**config.mk**
```make
export PLATFORM = sky130hd
export DESIGN_NAME = i2c_master_bit_engine_core
export DESIGN_NICKNAME = d
export VERILOG_FILES = /design/src/rtl/i2cm_pkg.sv /design/src/rtl/i2cm_step.sv /design/src/rtl/i2c_master_bit_engine_core.sv
export VERILOG_INCLUDE_DIRS = /design/src /design/src/rtl
export SDC_FILE = /design/constraint.sdc
export NUM_CORES = 1
export LEC_CHECK = 0
export ABC_AREA = 1
export BUFFER_PORTS_ARGS = -buffer_cell sky130_fd_sc_hd__buf_2
export CAP_MARGIN = 30
export CORE_MARGIN = 2
export CORE_UTILIZATION = 50
export DETAILED_ROUTE_END_ITERATION = 16
export GPL_TIMING_DRIVEN = 0
export PLACE_DENSITY = 0.77
export REMOVE_ABC_BUFFERS = 1
export SLEW_MARGIN = 10
export SYNTH_ARGS = -nofsm -noshare
export SYNTH_HDL_FRONTEND = slang
export SYNTH_SLANG_ARGS = --single-unit
export TNS_END_PERCENT = 50
```
**constraint.sdc**
```tcl
create_clock -name clk -period 2.45 [get_ports clk]
set_input_delay 0.735 -clock clk [delete_from_list [all_inputs] [get_ports clk]]
set_output_delay 0.735 -clock clk [all_outputs]
set_load 0.02 [all_outputs]
```
**src/rtl/assert_macros.svh**
```systemverilog
// Assertion macros for the RTL of the I2C master bit engine.
// Depends on a clk and an active-low rst_n in the including module.
`ifndef ASSERT_MACROS_SVH
`define ASSERT_MACROS_SVH

// Check a property on every rising clk edge outside of reset.
`define ASSERT_CLK(label, prop, msg) \
  label: assert property (@(posedge clk) disable iff (!rst_n) (prop)) else $error(msg);

// Check that a condition never holds outside of reset.
`define ASSERT_NEVER(label, cond, msg) \
  label: assert property (@(posedge clk) disable iff (!rst_n) !(cond)) else $error(msg);

`endif

```
**src/rtl/i2cm_pkg.sv**
```systemverilog
// Package for the I2C master bit engine: command codes, state and result types.
// No dependencies; imported by i2cm_step and i2c_master_bit_engine_core.
`default_nettype none

package i2cm_pkg;

  typedef enum logic [2:0] {
    CMD_NONE    = 3'd0,
    CMD_START   = 3'd1,
    CMD_STOP    = 3'd2,
    CMD_WRITE   = 3'd3,
    CMD_READ    = 3'd4,
    CMD_WAITACK = 3'd5,
    CMD_SENDACK = 3'd6
  } cmd_t;

  // register index within the configuration port (paddr[2])
  localparam logic REG_PHASE_TICKS = 1'b0;
  localparam logic REG_ACK_RETRY   = 1'b1;

  localparam logic [7:0] PHASE_TICKS_RST = 8'd4;
  localparam logic [7:0] ACK_RETRY_RST   = 8'd200;
  localparam logic [2:0] LAST_BIT        = 3'd7;

  typedef struct packed {
    cmd_t       cmd;
    logic [1:0] step;
    logic [2:0] bit_idx;
    logic [7:0] delay;
    logic [7:0] retry;
    logic [7:0] shift;
    logic       scl;
    logic       sda;
    logic       ack_fail;
    logic [7:0] rbyte;
  } i2cm_state_t;

  typedef struct packed {
    logic       ack_failed;
    logic [7:0] read_data;
    logic       done_res;
    logic       busy_res;
    logic       sda_level;
    logic       scl_level;
  } i2cm_res_t;

endpackage

`default_nettype wire

```
**src/rtl/i2cm_step.sv**
```systemverilog
// Next-state and result logic for one bus tick of the I2C master bit engine.
// Depends on i2cm_pkg.
`default_nettype none

module i2cm_step
  import i2cm_pkg::*;
(
  input  i2cm_state_t cur,
  input  logic [2:0]  op,
  input  logic [7:0]  wdata,
  input  logic        sda_in,
  input  logic [7:0]  phase_ticks,
  input  logic [7:0]  retry_limit,
  output i2cm_state_t nxt,
  output i2cm_res_t   res
);

  logic       op_ok;
  logic [7:0] ticks;
  logic [7:0] dly_dec;
  logic [7:0] retry_inc;
  logic       do_sample;
  logic       done;

  assign op_ok     = (op >= 3'(CMD_START)) && (op <= 3'(CMD_SENDACK));
  assign ticks     = (phase_ticks == 8'd0) ? 8'd1 : phase_ticks;
  assign dly_dec   = (cur.delay != 8'd0) ? cur.delay - 8'd1 : 8'd0;
  assign retry_inc = cur.retry + 8'd1;

  always_comb begin
    nxt       = cur;
    done      = 1'b0;
    do_sample = 1'b0;
    if (cur.cmd == CMD_NONE) begin
      if (op_ok) begin
        nxt.cmd     = cmd_t'(op);
        nxt.step    = 2'd0;
        nxt.bit_idx = 3'd0;
        nxt.retry   = 8'd0;
        nxt.shift   = (cmd_t'(op) == CMD_WRITE) ? wdata : 8'd0;
        nxt.delay   = ticks;
        unique case (cmd_t'(op))
          CMD_START: begin
            nxt.scl = 1'b1; nxt.sda = 1'b1;
          end
          CMD_STOP: begin
            nxt.scl = 1'b0; nxt.sda = 1'b0;
          end
          CMD_WRITE: begin
            nxt.scl = 1'b0; nxt.sda = wdata[7];
          end
          CMD_READ, CMD_WAITACK: begin
            nxt.scl = 1'b1; nxt.sda = 1'b1;
          end
          default: begin
            // send ack: pull SCL low, keep SDA where it was
            nxt.scl = 1'b0;
          end
        endcase
      end
    end else if (cur.cmd == CMD_WAITACK && cur.step == 2'd1) begin
      do_sample = 1'b1;
    end else begin
      nxt.delay = dly_dec;
      if (dly_dec == 8'd0) begin
        unique case (cur.cmd)
          CMD_START: begin
            if (cur.step == 2'd0) begin
              nxt.step = 2'd1; nxt.scl = 1'b1; nxt.sda = 1'b0; nxt.delay = ticks;
            end else begin
              nxt.cmd = CMD_NONE; nxt.step = 2'd0; done = 1'b1;
              nxt.scl = 1'b0; nxt.sda = 1'b0;
            end
          end
          CMD_STOP: begin
            if (cur.step == 2'd0) begin
              nxt.step = 2'd1; nxt.scl = 1'b1; nxt.sda = 1'b0; nxt.delay = ticks;
            end else begin
              nxt.cmd = CMD_NONE; nxt.step = 2'd0; done = 1'b1;
              nxt.scl = 1'b1; nxt.sda = 1'b1;
            end
          end
          CMD_WRITE: begin
            if (cur.step == 2'd0) begin
              nxt.step = 2'd1; nxt.scl = 1'b1; nxt.sda = cur.shift[7]; nxt.delay = ticks;
            end else if (cur.bit_idx == LAST_BIT) begin
              nxt.cmd = CMD_NONE; nxt.step = 2'd0; done = 1'b1;
              nxt.scl = 1'b0;
            end else begin
              nxt.bit_idx = cur.bit_idx + 3'd1;
              nxt.shift   = {cur.shift[6:0], 1'b0};
              nxt.step    = 2'd0;
              nxt.scl     = 1'b0;
              nxt.sda     = cur.shift[6];
              nxt.delay   = ticks;
            end
          end
          CMD_READ: begin
            if (cur.step == 2'd0) begin
              nxt.shift = {cur.shift[6:0], sda_in};
              nxt.step  = 2'd1; nxt.scl = 1'b0; nxt.sda = 1'b1; nxt.delay = ticks;
            end else if (cur.bit_idx == LAST_BIT) begin
              nxt.rbyte = cur.shift;
              nxt.cmd = CMD_NONE; nxt.step = 2'd0; done = 1'b1;
              nxt.scl = 1'b0; nxt.sda = 1'b1;
            end else begin
              nxt.bit_idx = cur.bit_idx + 3'd1;
              nxt.step = 2'd0; nxt.scl = 1'b1; nxt.sda = 1'b1; nxt.delay = ticks;
            end
          end
          CMD_WAITACK: begin
            nxt.step  = 2'd1;
            do_sample = 1'b1;
          end
          default: begin
            // send ack
            if (cur.step == 2'd0) begin
              nxt.step = 2'd1; nxt.scl = 1'b0; nxt.sda = 1'b0; nxt.delay = ticks;
            end else if (cur.step == 2'd1) begin
              nxt.step = 2'd2; nxt.scl = 1'b1; nxt.sda = 1'b0; nxt.delay = ticks;
            end else begin
              nxt.cmd = CMD_NONE; nxt.step = 2'd0; done = 1'b1;
              nxt.scl = 1'b0; nxt.sda = 1'b0;
            end
          end
        endcase
      end
    end

    // acknowledge sample: low ends it, high counts toward the retry limit
    if (do_sample) begin
      if (!sda_in) begin
        nxt.ack_fail = 1'b0;
        nxt.cmd = CMD_NONE; nxt.step = 2'd0; nxt.delay = 8'd0; done = 1'b1;
        nxt.scl = 1'b0; nxt.sda = 1'b0;
      end else begin
        nxt.retry = retry_inc;
        if (retry_inc >= retry_limit) begin
          nxt.ack_fail = 1'b1;
          nxt.cmd = CMD_NONE; nxt.step = 2'd0; nxt.delay = 8'd0; done = 1'b1;
          nxt.scl = 1'b0; nxt.sda = 1'b1;
        end
      end
    end
  end

  always_comb begin
    res.scl_level  = nxt.scl;
    res.sda_level  = nxt.sda;
    res.busy_res   = (nxt.cmd != CMD_NONE);
    res.done_res   = done;
    res.read_data  = nxt.rbyte;
    res.ack_failed = nxt.ack_fail;
  end

endmodule

`default_nettype wire

```
**src/rtl/i2c_master_bit_engine_core.sv**
```systemverilog
// Top level of the I2C master bit engine: tick stream in, line levels out.
// Depends on i2cm_pkg, i2cm_step and assert_macros.svh.
//
//  channel | direction | transfer carries
//  --------+-----------+-------------------------------------------------
//  in_     | slave     | one bus tick: operation, write_data, sda_sample
//  out_    | master    | one result per tick: levels, busy, done, data, ack
//  cfg_    | APB       | phase_ticks at 0x0, ack_retry_limit at 0x4
//
// The engine state registers update on the cycle each tick is accepted,
// and the result lands in the output register.
// One tick per cycle is sustained while out_tready is high.
// Reset (rst_n low, synchronous) idles the engine with both lines released.
// When the output stalls, one more result parks in a skid register; in_tready
// drops only while that skid register is full.
`default_nettype none

module i2c_master_bit_engine_core
  import i2cm_pkg::*;
(
  input  wire logic        clk,
  input  wire logic        rst_n,
  // [2:0] operation, [10:3] write_data, [11] sda_sample, [15:12] zero
  input  wire logic [15:0] in_tdata,
  input  wire logic        in_tvalid,
  output logic             in_tready,
  // [0] scl_level, [1] sda_level, [2] busy_res, [3] done_res,
  // [11:4] read_data, [12] ack_failed, [15:13] zero
  output logic [15:0]      out_tdata,
  output logic             out_tvalid,
  input  wire logic        out_tready,
  input  wire logic        cfg_psel,
  input  wire logic        cfg_penable,
  input  wire logic        cfg_pwrite,
  input  wire logic [2:0]  cfg_paddr,
  input  wire logic [31:0] cfg_pwdata,
  output logic [31:0]      cfg_prdata,
  output logic             cfg_pready
);

`include "assert_macros.svh"

  // configuration registers
  logic [7:0] phase_ticks_r;
  logic [7:0] ack_retry_r;
  logic       cfg_wr;

  assign cfg_pready = 1'b1;
  assign cfg_wr     = cfg_psel && cfg_penable && cfg_pwrite && cfg_pready;

  always_ff @(posedge clk) begin
    if (!rst_n) begin
      phase_ticks_r <= PHASE_TICKS_RST;
      ack_retry_r   <= ACK_RETRY_RST;
    end else if (cfg_wr) begin
      unique case (cfg_paddr[2])
        REG_PHASE_TICKS: phase_ticks_r <= cfg_pwdata[7:0];
        REG_ACK_RETRY:   ack_retry_r   <= cfg_pwdata[7:0];
        default: ;
      endcase
    end
  end

  always_comb begin
    unique case (cfg_paddr[2])
      REG_PHASE_TICKS: cfg_prdata = {24'd0, phase_ticks_r};
      REG_ACK_RETRY:   cfg_prdata = {24'd0, ack_retry_r};
      default:         cfg_prdata = 32'd0;
    endcase
  end

  // engine state
  i2cm_state_t state_r;
  i2cm_state_t state_nxt;
  i2cm_res_t   res_nxt;
  logic        in_fire;

  assign in_fire = in_tvalid && in_tready;

  i2cm_step u_step (
    .cur         (state_r),
    .op          (in_tdata[2:0]),
    .wdata       (in_tdata[10:3]),
    .sda_in      (in_tdata[11]),
    .phase_ticks (phase_ticks_r),
    .retry_limit (ack_retry_r),
    .nxt         (state_nxt),
    .res         (res_nxt)
  );

  // advance the engine one tick per accepted transfer
  always_ff @(posedge clk) begin
    if (!rst_n) begin
      state_r <= '{cmd: CMD_NONE, step: 2'd0, bit_idx: 3'd0, delay: 8'd0,
                   retry: 8'd0, shift: 8'd0, scl: 1'b1, sda: 1'b1,
                   ack_fail: 1'b0, rbyte: 8'd0};
    end else if (in_fire) begin
      state_r <= state_nxt;
    end
  end

  // output register plus one skid entry
  logic      out_valid_r;
  logic      skid_valid_r;
  i2cm_res_t out_data_r;
  i2cm_res_t skid_data_r;
  logic      out_take;

  assign out_take  = out_valid_r && out_tready;
  assign in_tready = !skid_valid_r;

  always_ff @(posedge clk) begin
    if (!rst_n) begin
      out_valid_r  <= 1'b0;
      skid_valid_r <= 1'b0;
    end else if (!out_valid_r || out_take) begin
      // output stage frees up: drain skid first, else take the new tick
      if (skid_valid_r) begin
        out_valid_r  <= 1'b1;
        skid_valid_r <= 1'b0;
      end else begin
        out_valid_r  <= in_fire;
      end
    end else if (in_fire) begin
      skid_valid_r <= 1'b1;
    end
  end

  always_ff @(posedge clk) begin
    if (!out_valid_r || out_take) begin
      if (skid_valid_r) begin
        out_data_r <= skid_data_r;
      end else if (in_fire) begin
        out_data_r <= res_nxt;
      end
    end else if (in_fire) begin
      skid_data_r <= res_nxt;
    end
  end

  assign out_tvalid = out_valid_r;
  assign out_tdata  = {3'd0, out_data_r};

  // skid only ever holds a result behind a full output register
  `ASSERT_CLK(a_skid_behind_out, skid_valid_r |-> out_valid_r, "skid full with output empty")

  // a finished command is never reported busy in the same result
  `ASSERT_NEVER(a_done_not_busy, out_valid_r && out_data_r.done_res && out_data_r.busy_res,
    "done and busy in one result")

  // an idle engine holds no pending phase delay
  `ASSERT_CLK(a_idle_no_delay, (state_r.cmd == CMD_NONE) |-> (state_r.delay == 8'd0),
    "idle engine with delay pending")

  // skid fills only while the output is stalled
  `ASSERT_CLK(a_skid_on_stall, $rose(skid_valid_r) |-> $past(out_valid_r && !out_tready),
    "skid loaded without a stall")

endmodule

`default_nettype wire
```
# == After elaboration in Yosys (flattened, before gate mapping) ==
# Cells that the tools add are included.
# W data, S select, Z words.
# word_totals
input_bits,58
ff_bits,87
output_inout_bits,51
# classes
n_bitwise,3
mux,79
n_reduce_logical,30
magnitude_cmp,3
eq_ne,19
add_sub_neg,3
# op_table
cell,count
$mux W8,20
$mux W16,4
$pmux W32 S2,1
$mux W34,1
$mux W10,3
$mux W3,10
$mux W13,2
$pmux W8 S3,1
$mux W1,20
$logic_not A8 Y1,2
$pmux W8 S2,1
$eq A3 B3 Y1 const B,5
$mux W5,3
$mux W2,7
$eq A3 B2 Y1 const B,4
$mux W11,1
$pmux W2 S5,1
$pmux W3 S3,1
$add A8 B1 Y8 const B,1
$ge A8 B8 Y1,1
$ne A2 B1 Y1 const B,4
$reduce_and A2 Y1,4
$reduce_and A8 Y1,1
$reduce_bool A8 Y1,1
22 further kinds,38

# == Logic depth before layout (Yosys ltp) ==
# Gate-level depths: netlist of run 1.
# depth
word_depth,14
mapped_depth,18

# == Cells and area by module ==
# Synthesis of run 1 repeated with hierarchy kept, for this count alone.
# hier_totals
hier_cells,909
area_unflattened_um2,6029.5
# by_module_without_submodules
mod,area_each_um2,cells_per_inst,seq_area_each_um2,instances
i2c_master_bit_engine_core,3499.6,416,2001.9,1
i2cm_step,2529.9,493,0.0,1

# == Least setup slack after synthesis of run 1 ==
# OpenSTA, ideal clock, no wires.
# synth_path
path_kind,register to register
start,register state_r[21] (netlist bit)
end,"register out_data_r (netlist bit out_tdata[2]), data pin"
setup_time_ps,254
arrival_time_ps,2124
t_required_ps,2196
slack_ps,72
stages_incl_launch_ff,16
path_cell_list,dfxtp_1 -> nand3_1 -> nand3b_1 -> nand3b_1 -> xor2_1 -> inv_1 -> ha_1 -> nand2_1 -> nor2_1 -> nand4_1 -> o2111ai_1 -> o21ai_2 -> nand3_1 -> nand3_1 -> nand2_1 -> nand2_1
# synth_rtl
item,line,text
start: declaration,i2c_master_bit_engine_core.sv:73,i2cm_state_t state_r;
start signal: assignment,i2c_master_bit_engine_core.sv:94,"state_r <= '{cmd: CMD_NONE, step: 2'd0, bit_idx: 3'd0, delay: 8'd0,"
start signal: assignment,i2c_master_bit_engine_core.sv:98,state_r <= state_nxt;
end signal: assignment,i2c_master_bit_engine_core.sv:132,out_data_r <= skid_data_r;
end signal: assignment,i2c_master_bit_engine_core.sv:134,out_data_r <= res_nxt;
end: declaration,i2c_master_bit_engine_core.sv:105,i2cm_res_t out_data_r;

# == Worst setup path after layout of run 1 ==
# layout_path
start,register state_r[19] (netlist bit)
end,"register out_data_r (netlist bit out_tdata[3]), data pin"
# layout_via
elab_chain_cells,7
# layout_lines
item,line,text
$add A8 B1 Y8,i2cm_step.sv:28,assign retry_inc = cur.retry + 8'd1;
$ge A8 B8 Y1,i2cm_step.sv:138,if (retry_inc >= retry_limit) begin
$mux W1,i2cm_step.sv:138,
$mux W1,i2cm_step.sv:132,if (!sda_in) begin
$mux W1,i2cm_step.sv:131,if (do_sample) begin
$mux W13,i2c_master_bit_engine_core.sv:133,end else if (in_fire) begin
$mux W13,i2c_master_bit_engine_core.sv:131,if (skid_valid_r) begin
# Every way passes these cells. The select of a mux whose other input is x is not followed.
# A chain may end at the register's enable or synchronous reset.

==> impl_metrics.toml, run 1 <==
[clock_tree]
clkLatencyLatePin_ps = 380
cts_buffers = 9
cts.sinks = 87
cts_tree = "yes"
cts_hold_buf = 0
htree_levels = 3
clk_path_buf_depth = 2
clkSlewWorstSetupHoldPaths_ps = 90
root_buffer = "clkbuf_8"

[route]
drtAntennaViolNets = 0
drt_iter0_drc = 593
drt_pass1_iterations = 6
drc = 0
wl_per_cell_um = 14.7
routed_wl_mm = 14.2
vias = 5250
via_per_inst = 5.44

[placed_design]
pre_cts_ws_ps = -1100
hpwl_mm = 9.28
place_area_um2 = 5580
gp_congestion = 0.981
io_buffers = 50
dpl.cell_count = 924

[sta]
setup_viol = 25
finalHoldWorstSlack_ps = 459
period_minus_slack_ps = 2600
fin_skew_ps = 16.8
rsz0062_at_grt = "yes"
final.period_utilization_pct = 106
hold_viol_final = 0
fin_setup_tns_ps = -1810
relSlewSlack_pct = 58.3
clock.fmax_mhz = 384
worst_pin_slew_ps = 625
drv_slew = 0
worst_slack_ps = -151

[cells_and_area]
final_core_util_pct = 60.8
syn2layout_area_growth_pct = 18.0
fin_area_um2 = 6300
drive_gt1_share_pct = 22.1
stdcell_count = 965
nets = 895
diodes = 0

[pwr]
p_total_mw = 5.04
power.leakage_nw = 2.86
powerDensity_nw_per_um2 = 800
vdd_drop_max_mv = 0.420

[run]
cap_violations = 0

[min_path]
hold_path_class = "flop to flop"
hold_path_depth = 2

[floorplan]
dieArea_um2 = 11500
fp.dieW_um = 107
start_util_pct = 51.5
die_h_um = 107
core_um2 = 10400
num_rows = 37
ios = 109

[worst_setup_path]
cp.required_ps = 2550
critical_path_class = "flop to flop"
reg2regPathDepth = 13
crit_path_start_kind = "flop"
crit_arrival_ps = 2700
endpoint_kind = "flop"
crit_path_max_fanout = 5

[logic_synthesis]
synth-seq-cells = 87
synthTopCellsByArea = "dfxtp_1 23%, edfxtp_1 15%, nand2_1 12%"
synth_top_area_cell = "dfxtp_1"
async_reset_ff_share_pct = 0
ys_warn_count = 0
synth_edf_count = 26
synthesis.area_um2 = 5340
syn_inst = 760
seq_area_frac_synth_pct = 37.5
synth.most_common_cell = "nand2_1"
synth.avg_cell_area_um2 = 7.03
yosys-top-cells-count = "169 x nand2_1, 90 x inv_1, 73 x a21oi_1, 66 x o21ai_0, 61 x dfxtp_1"
synthFlopType = "dfxtp_1"
ys_types = 38
yosysTopAreaCellShare_pct = 22.9

[global_route]
grt_overflow = 0
antenna_found_initial = 0
grt_max_degree = 36
grt_pass1_vias = 4591
grt_pass1_wl_mm = 22.0
globalRouteTotalUtil_pct = 24.0

[run_status]
failed_checks = "setup timing"
run_status = "complete, but fails checks"
final cells by class:
class | instances | area (um2)
fill | 966 | 4070
multi-input combinational | 552 | 3000
sequential | 87 | 2010
timing repair buffer | 76 | 509
inverter | 97 | 379
tap | 136 | 170
clock buffer | 9 | 124
clock inverter | 7 | 103
timing repair inverter | 1 | 7.51
state kept, by name, indices dropped and copies added, names as in the netlist:
register	count
ack_retry_r	8
out_tvalid	1
state_r	43
skid_valid_r	1
phase_ticks_r	8
skid_data_r	13
out_tdata	13
critical path, cell delays in order (launching register included):
cell	delay (ps)
dfxtp_4	390
nand3_4	70
nand3b_1	170
nand3b_1	220
xor2_2	250
inv_2	80
ha_4	260
nand2_4	70
nor2_4	40
nand2_1	100
o2111ai_4	150
o21ai_4	270
buf_6	170
a31oi_2	100
metal layers:
metal / global-route usage, % / share of wire [%]
met1: 32.7 / 44
met2: 39.2 / 47
met3: 3.75 / 7.8
met4: 7.60 / 1.8
met5: 0 / 0
power by group:
group          internal [mW]  switching, mW
Clock                  0.585          0.568
Sequential              1.63          0.124
Combinational          0.727           1.41
kinds of logic (layout without fill, tap and decap cells):
group | after synthesis | in the layout | share of synthesized area [%]
and+or+nand+nor | 308 | 309 | 25.4
AOI/OAI and AO/OA | 195 | 195 | 20.0
buffers and inverters | 148 | 190 | 12.8
DFF | 87 | 87 | 37.5
adders and majority gates | 13 | 13 | 3.05
xor gates and xnor gates | 7 | 7 | 1.15
other | 2 | 28 | 0.141
worst paths after layout:
check / from / end / slack [ps]
setup / recovery: state_r[19] / out_tdata[3] / -150
setup reg to reg: state_r[19] / out_tdata[3] / -150
hold reg to reg: state_r[37] / state_r[37] / 460
hold / removal: state_r[37] / state_r[37] / 460
what timing repair did:
action / 4_1_cts / 5_1_grt
buffers inserted: 15 / 7
gates cloned: 0 / 2
hold endpoints to repair: 0 / 0
endpoints found under the setup margin: 76 / 62
pin swaps: 10 / 19
resized for setup: 35 / 37
cell usage in the layout, fill, tap and decap left out, types with 18 or more instances in the layout:
cell	instances
a21oi_1	63
buf_2	50
buf_4	19
conb_1	28
dfxtp_1	57
edfxtp_1	26
inv_1	88
nand2_1	158
nand2_2	18
nand3_1	43
nor2_1	46
o21ai_0	66
No activity file was read; power rests on OpenSTA's default activity.
==> run 2, diff against run 1 <==
Settings changed: SKIP_LAST_GASP from default to 1.
==> run 2 against run 1 <==
Net effect:
- the run still ends with setup timing left
- maximum frequency up 0.55%
- critical path depth stayed put
- first-iteration DRC count decreased by 14%
- final cell count is 0.21% higher
- sequential cell count stayed put
- critical path type unchanged
- sequential power about the same
- final area down 0.42%
- worst setup slack better by 14 ps
- clock-buffer cell count unchanged
- global-route usage is essentially flat
- critical endpoint unchanged
- non-clock buffer count increased by 2
- power down 0.97%
==> impl_metrics.toml, run 2 (same netlist as run 1, synthesis figures left out) <==
[floorplan]
core_um2 = 10400
start_util_pct = 51.5
dieArea_um2 = 11500
fp.dieW_um = 107
num_rows = 37
ios = 109
die_h_um = 107

[run]
cap_violations = 0

[sta]
final.period_utilization_pct = 106
period_minus_slack_ps = 2590
rsz0062_at_grt = "yes"
hold_viol_final = 0
setup_viol = 26
worst_pin_slew_ps = 677
clock.fmax_mhz = 387
drv_slew = 0
worst_slack_ps = -137
relSlewSlack_pct = 54.8
fin_skew_ps = 12.3
finalHoldWorstSlack_ps = 459

[placed_design]
dpl.cell_count = 924
hpwl_mm = 9.28
place_area_um2 = 5580
io_buffers = 50
gp_congestion = 0.981

[global_route]
antenna_found_initial = 0
grt_overflow = 0
grt_max_degree = 36
grt_pass1_vias = 4598
globalRouteTotalUtil_pct = 24.0
grt_pass1_wl_mm = 22.0

[cells_and_area]
largest-register = "state_r"
final_common_cell = "nand2_1"
largest_reg_flops = 43
fill_cells = 959
nets = 897
fin_area_um2 = 6270
diodes = 0
layout_common_cells = "160 x nand2_1, 88 x inv_1, 66 x o21ai_0"
stdcell_count = 967
drive_gt1_share_pct = 21.1
syn2layout_area_growth_pct = 17.5

[worst_setup_path]
crit_path_start_kind = "flop"
r2r_setup_slack_ps = -140
cp-endpoint = "out_tdata[3]"
crit_path_max_fanout = 5
critical_path_class = "flop to flop"
reg2regPathDepth = 13
cp.required_ps = 2550
timing.rr.start = "state_r[19]"
startpoint = "state_r[19]"
endpoint_kind = "flop"
r2r_end = "out_tdata[3]"
crit_arrival_ps = 2690

[run_status]
failed_checks = "setup timing"
run_status = "complete, but fails checks"

[clock_tree]
cts_tree = "yes"
root_buffer = "clkbuf_8"
clkSlewWorstSetupHoldPaths_ps = 90
cts_buffers = 9
clkLatencyLatePin_ps = 370
cts.sinks = 87
htree_levels = 3
clk_path_buf_depth = 2

[route]
wl_per_cell_um = 14.7
vias = 5241
via_per_inst = 5.42
drt_iter0_drc = 510
routed_wl_mm = 14.2
drt_pass1_iterations = 5
drtAntennaViolNets = 0
drc = 0

[pwr]
power.leakage_nw = 2.86
vdd_drop_max_mv = 0.418
p_total_mw = 4.99
powerDensity_nw_per_um2 = 796

[min_path]
hold_path_class = "flop to flop"
## run 2: cell count changes in the layout (fill, tap and decap cells not counted), moves of 2 or more
cell / before / now
nor2_1: 46 / 49
nor2_2: 9 / 6
a21oi_1: 63 / 65
a21oi_2: 10 / 8
buf_4: 19 / 21
nand2_1: 158 / 160
## run 2: routing by layer
metal / vias up / GRT usage [%] / routed length (um)
li1: 2607 / - / -
met1: 2397 / 32.3 / 6260
met2: 219 / 39.5 / 6700
met3: 18 / 4.00 / 1040
met4: 0 / 7.69 / 212
met5: - / 0 / 0
## run 2: critical path, cell delays in order, from the launching register on
cell,delay [ps]
dfxtp_4,390
nand3_4,70
nand3b_1,170
nand3b_1,230
xor2_2,250
inv_2,80
ha_4,260
nand2_4,70
nor2_4,40
nand2_1,100
o2111ai_4,140
o21ai_4,270
buf_6,160
a31oi_1,90
## run 2: cell type report
| type | instances | area (um2) | area share, % |
|---|---|---|---|
| repair buffers | 78 | 524 | 8.35 |
| inverters | 97 | 373 | 5.94 |
| flip-flops and latches | 87 | 2010 | 32.0 |
| multi-input cells | 552 | 2960 | 47.2 |
| clock buffers | 9 | 124 | 1.97 |
| well taps | 136 | 170 | 2.71 |
| clock inverters | 7 | 103 | 1.64 |
| repair inverters | 1 | 7.51 | 0.120 |
## run 2: through the flow
step	TNS, ps	util (%)	worst slack [ps]
after CTS	-1240	58.5	-79.4
final	-1620	60.5	-137
after global routing	-8190	60.5	-281
after detailed placement	-42950	53.8	-1100
after floorplan	-24610	-	-975
after global placement	-92300	53.4	-2460
## run 2: how the worst min path moves through the flow
stage / startpoint / to / slack (ps) / cells after the start
floorplan: state_r[37] / state_r[37] / 430 / 2
global route: state_r[37] / state_r[37] / 480 / 2
global placement: state_r[36] / state_r[36] / 440 / 2
detailed placement: state_r[37] / state_r[37] / 450 / 2
CTS: state_r[37] / state_r[37] / 460 / 2
finish: state_r[37] / state_r[37] / 460 / 2
## run 2: timing repair
item	in CTS	in global routing
buffers inserted	15	9
gates cloned	0	2
pin swaps	10	19
hold buffers	0	0
endpoints found under the setup margin	76	68
endpoints found under the hold margin	0	0
resized for setup	29	30
## run 2: report_power, final
part           switching, mW  internal (mW)  total (mW)  leakage [nW]
Combinational           1.39          0.702        2.09          2.00
Sequential             0.124           1.63        1.76         0.749
Clock                  0.561          0.585        1.15         0.110
Total                   2.08           2.92        4.99          2.86
==> run 3, diff against run 2 <==
Settings changed: BUFFER_PORTS_ARGS -buffer_cell sky130_fd_sc_hd__buf_2 to -buffer_cell sky130_fd_sc_hd__buf_4, GPL_ROUTABILITY_DRIVEN from default to 0.
==> run 3 against run 2 <==
Net effect:
- the flow still finishes with violations (setup timing)
- global-route usage fell by 0.25 points
- critical endpoint is now out_tdata[2]
- sequential share of layout area decreased by 0.90 points
- highest routed layer unchanged
- critical path type unchanged
- hold slack worse by 0.91 ps
==> impl_metrics.toml, run 3 (same netlist as run 1, synthesis figures left out) <==
[run_status]
run_status = "complete, but fails checks"
failed_checks = "setup timing"

[global_route]
grt_pass1_wl_mm = 22.0
grt_overflow = 0
antenna_found_initial = 0
grt_pass1_vias = 4745
grt_max_degree = 36
globalRouteTotalUtil_pct = 23.8

[floorplan]
dieArea_um2 = 11500
start_util_pct = 51.5
die_h_um = 107
fp.dieW_um = 107
core_um2 = 10400
ios = 109
num_rows = 37

[worst_setup_path]
cp.depth = 13
r2r_end = "out_tdata[2]"
crit_chain = "inv_4 > ha_1 > xor2_1 > o21ai_2 > nand3_1 > nor2_4 > nand2_1 > o21ai_0 > nand2_1 > nand2_1 > nand3_4 > nand2_1 > nand2_1"
r2r_setup_slack_ps = -80
cp.required_ps = 2590
timing.rr.start = "state_r[27]"
startpoint = "state_r[27]"
crit_path_max_fanout = 9
crit_arrival_ps = 2660
crit_buf_inv = 1
critPathMostFrequentCell = "nand2_1"
critical_path_class = "flop to flop"
critical_path.max_stage_delay_ps = 380
slowest_stage = "dfxtp_1"
crit_path_start_kind = "flop"
endpoint_kind = "flop"
reg2regPathDepth = 13
critPathTopFamily = "simple AND/OR/NAND/NOR gates"

[route]
drt_iter0_drc = 790
vias = 5351
drtAntennaViolNets = 0
drc = 0
drt_pass1_iterations = 6
via_per_inst = 5.57
wl_per_cell_um = 14.8
routed_wl_mm = 14.3

[min_path]
hold_path_depth = 2
hold_path_class = "flop to flop"
min_from = "state_r[37]"
min_to = "state_r[37]"

[pwr]
power.leakage_nw = 2.95
vdd_drop_max_mv = 0.369
p_total_mw = 5.17
powerDensity_nw_per_um2 = 800

[cells_and_area]
layout_common_cells = "157 x nand2_1, 88 x inv_1, 67 x buf_4"
diodes = 0
largest-register = "state_r"
final_common_cell = "nand2_1"
fin_area_um2 = 6470
drive_gt1_share_pct = 21.8
nets = 891
syn2layout_area_growth_pct = 21.1
final_core_util_pct = 62.4
largest_reg_flops = 43

[sta]
worst_pin_slew_ps = 622
fin_skew_ps = 12.4
worst_slack_ps = -76.5
drv_slew = 0
finalHoldWorstSlack_ps = 458
final.period_utilization_pct = 103
rsz0062_at_grt = "yes"
hold_viol_final = 0
relSlewSlack_pct = 58.4
period_minus_slack_ps = 2530
clock.fmax_mhz = 396
setup_viol = 2

[clock_tree]
htree_levels = 3
clkLatencyLatePin_ps = 370
clkSlewWorstSetupHoldPaths_ps = 100
cts_buffers = 9
cts.sinks = 87
root_buffer = "clkbuf_8"
cts_tree = "yes"
clk_path_buf_depth = 2

[placed_design]
place_area_um2 = 5680
pre_cts_ws_ps = -1690
hpwl_mm = 9.52
io_buffers = 50

[run]
cap_violations = 0
-- run 3: changes by cell type in the layout (fill, tap and decap cells not counted), moves of 3 or more --
cell and delta:
buf_2 -50, buf_4 +46, dfxtp_1 -3, dfxtp_2 +3
nand2_1 -3, nand2_2 -3, nand2_4 +5, nor2_1 -5
o21ai_1 +4
-- run 3: how the worst max path moves through the flow --
stage	end
6_report	out_tdata[2]
3_5_place_dp	skid_data_r[7]
3_3_place_gp	skid_data_r[8]
4_1_cts	out_tdata[2]
5_1_grt	state_r[18]
2_1_floorplan	skid_data_r[0]
-- run 3: metal layers --
layer,vias up,track usage (%),wire (um)
met5,-,0,0
met4,0,8.42,443
met3,53,4.54,1180
met2,297,40.7,6870
met1,2416,29.8,5750
li1,2585,-,-
-- run 3: area by class of cell --
cell class,instances,area [um2]
Tap cell,136,170
Timing Repair Buffer,74,617
Clock inverter,6,100
Clock buffer,10,138
Fill cell,888,3900
Sequential cell,87,2010
Multi-Input combinational cell,551,3040
Inverter,97,390
-- run 3: worst reg2reg max path, stage by stage (launching register included) --
cell and delay [ps]:
dfxtp_1 380, inv_4 80, ha_1 280, xor2_1 190
o21ai_2 200, nand3_1 140, nor2_4 270, nand2_1 150
o21ai_0 110, nand2_1 110, nand2_1 170, nand3_4 100
nand2_1 60, nand2_1 60
-- run 3: report_power, final --
group | internal [mW] | total, mW | leakage, nW | switching [mW]
clock network | 0.622 | 1.18 | 0.121 | 0.556
logic | 0.763 | 2.23 | 2.07 | 1.46
registers | 1.63 | 1.77 | 0.750 | 0.135
total | 3.02 | 5.17 | 2.95 | 2.16
-- run 3: timing repair --
action,4_1_cts,5_1_grt
pin swaps,7,17
setup endpoints to repair,75,66
gates resized for setup,16,70
hold buffers,0,0
buffers inserted,12,8
cloned,0,1
-- run 3: stage by stage --
stage	std cells	setup TNS (ps)
2_1_floorplan	735	-24610
3_5_place_dp	922	-55490
3_3_place_gp	921	-77430
4_1_cts	950	-461
5_1_grt	961	-3720
6_report	961	-94.5
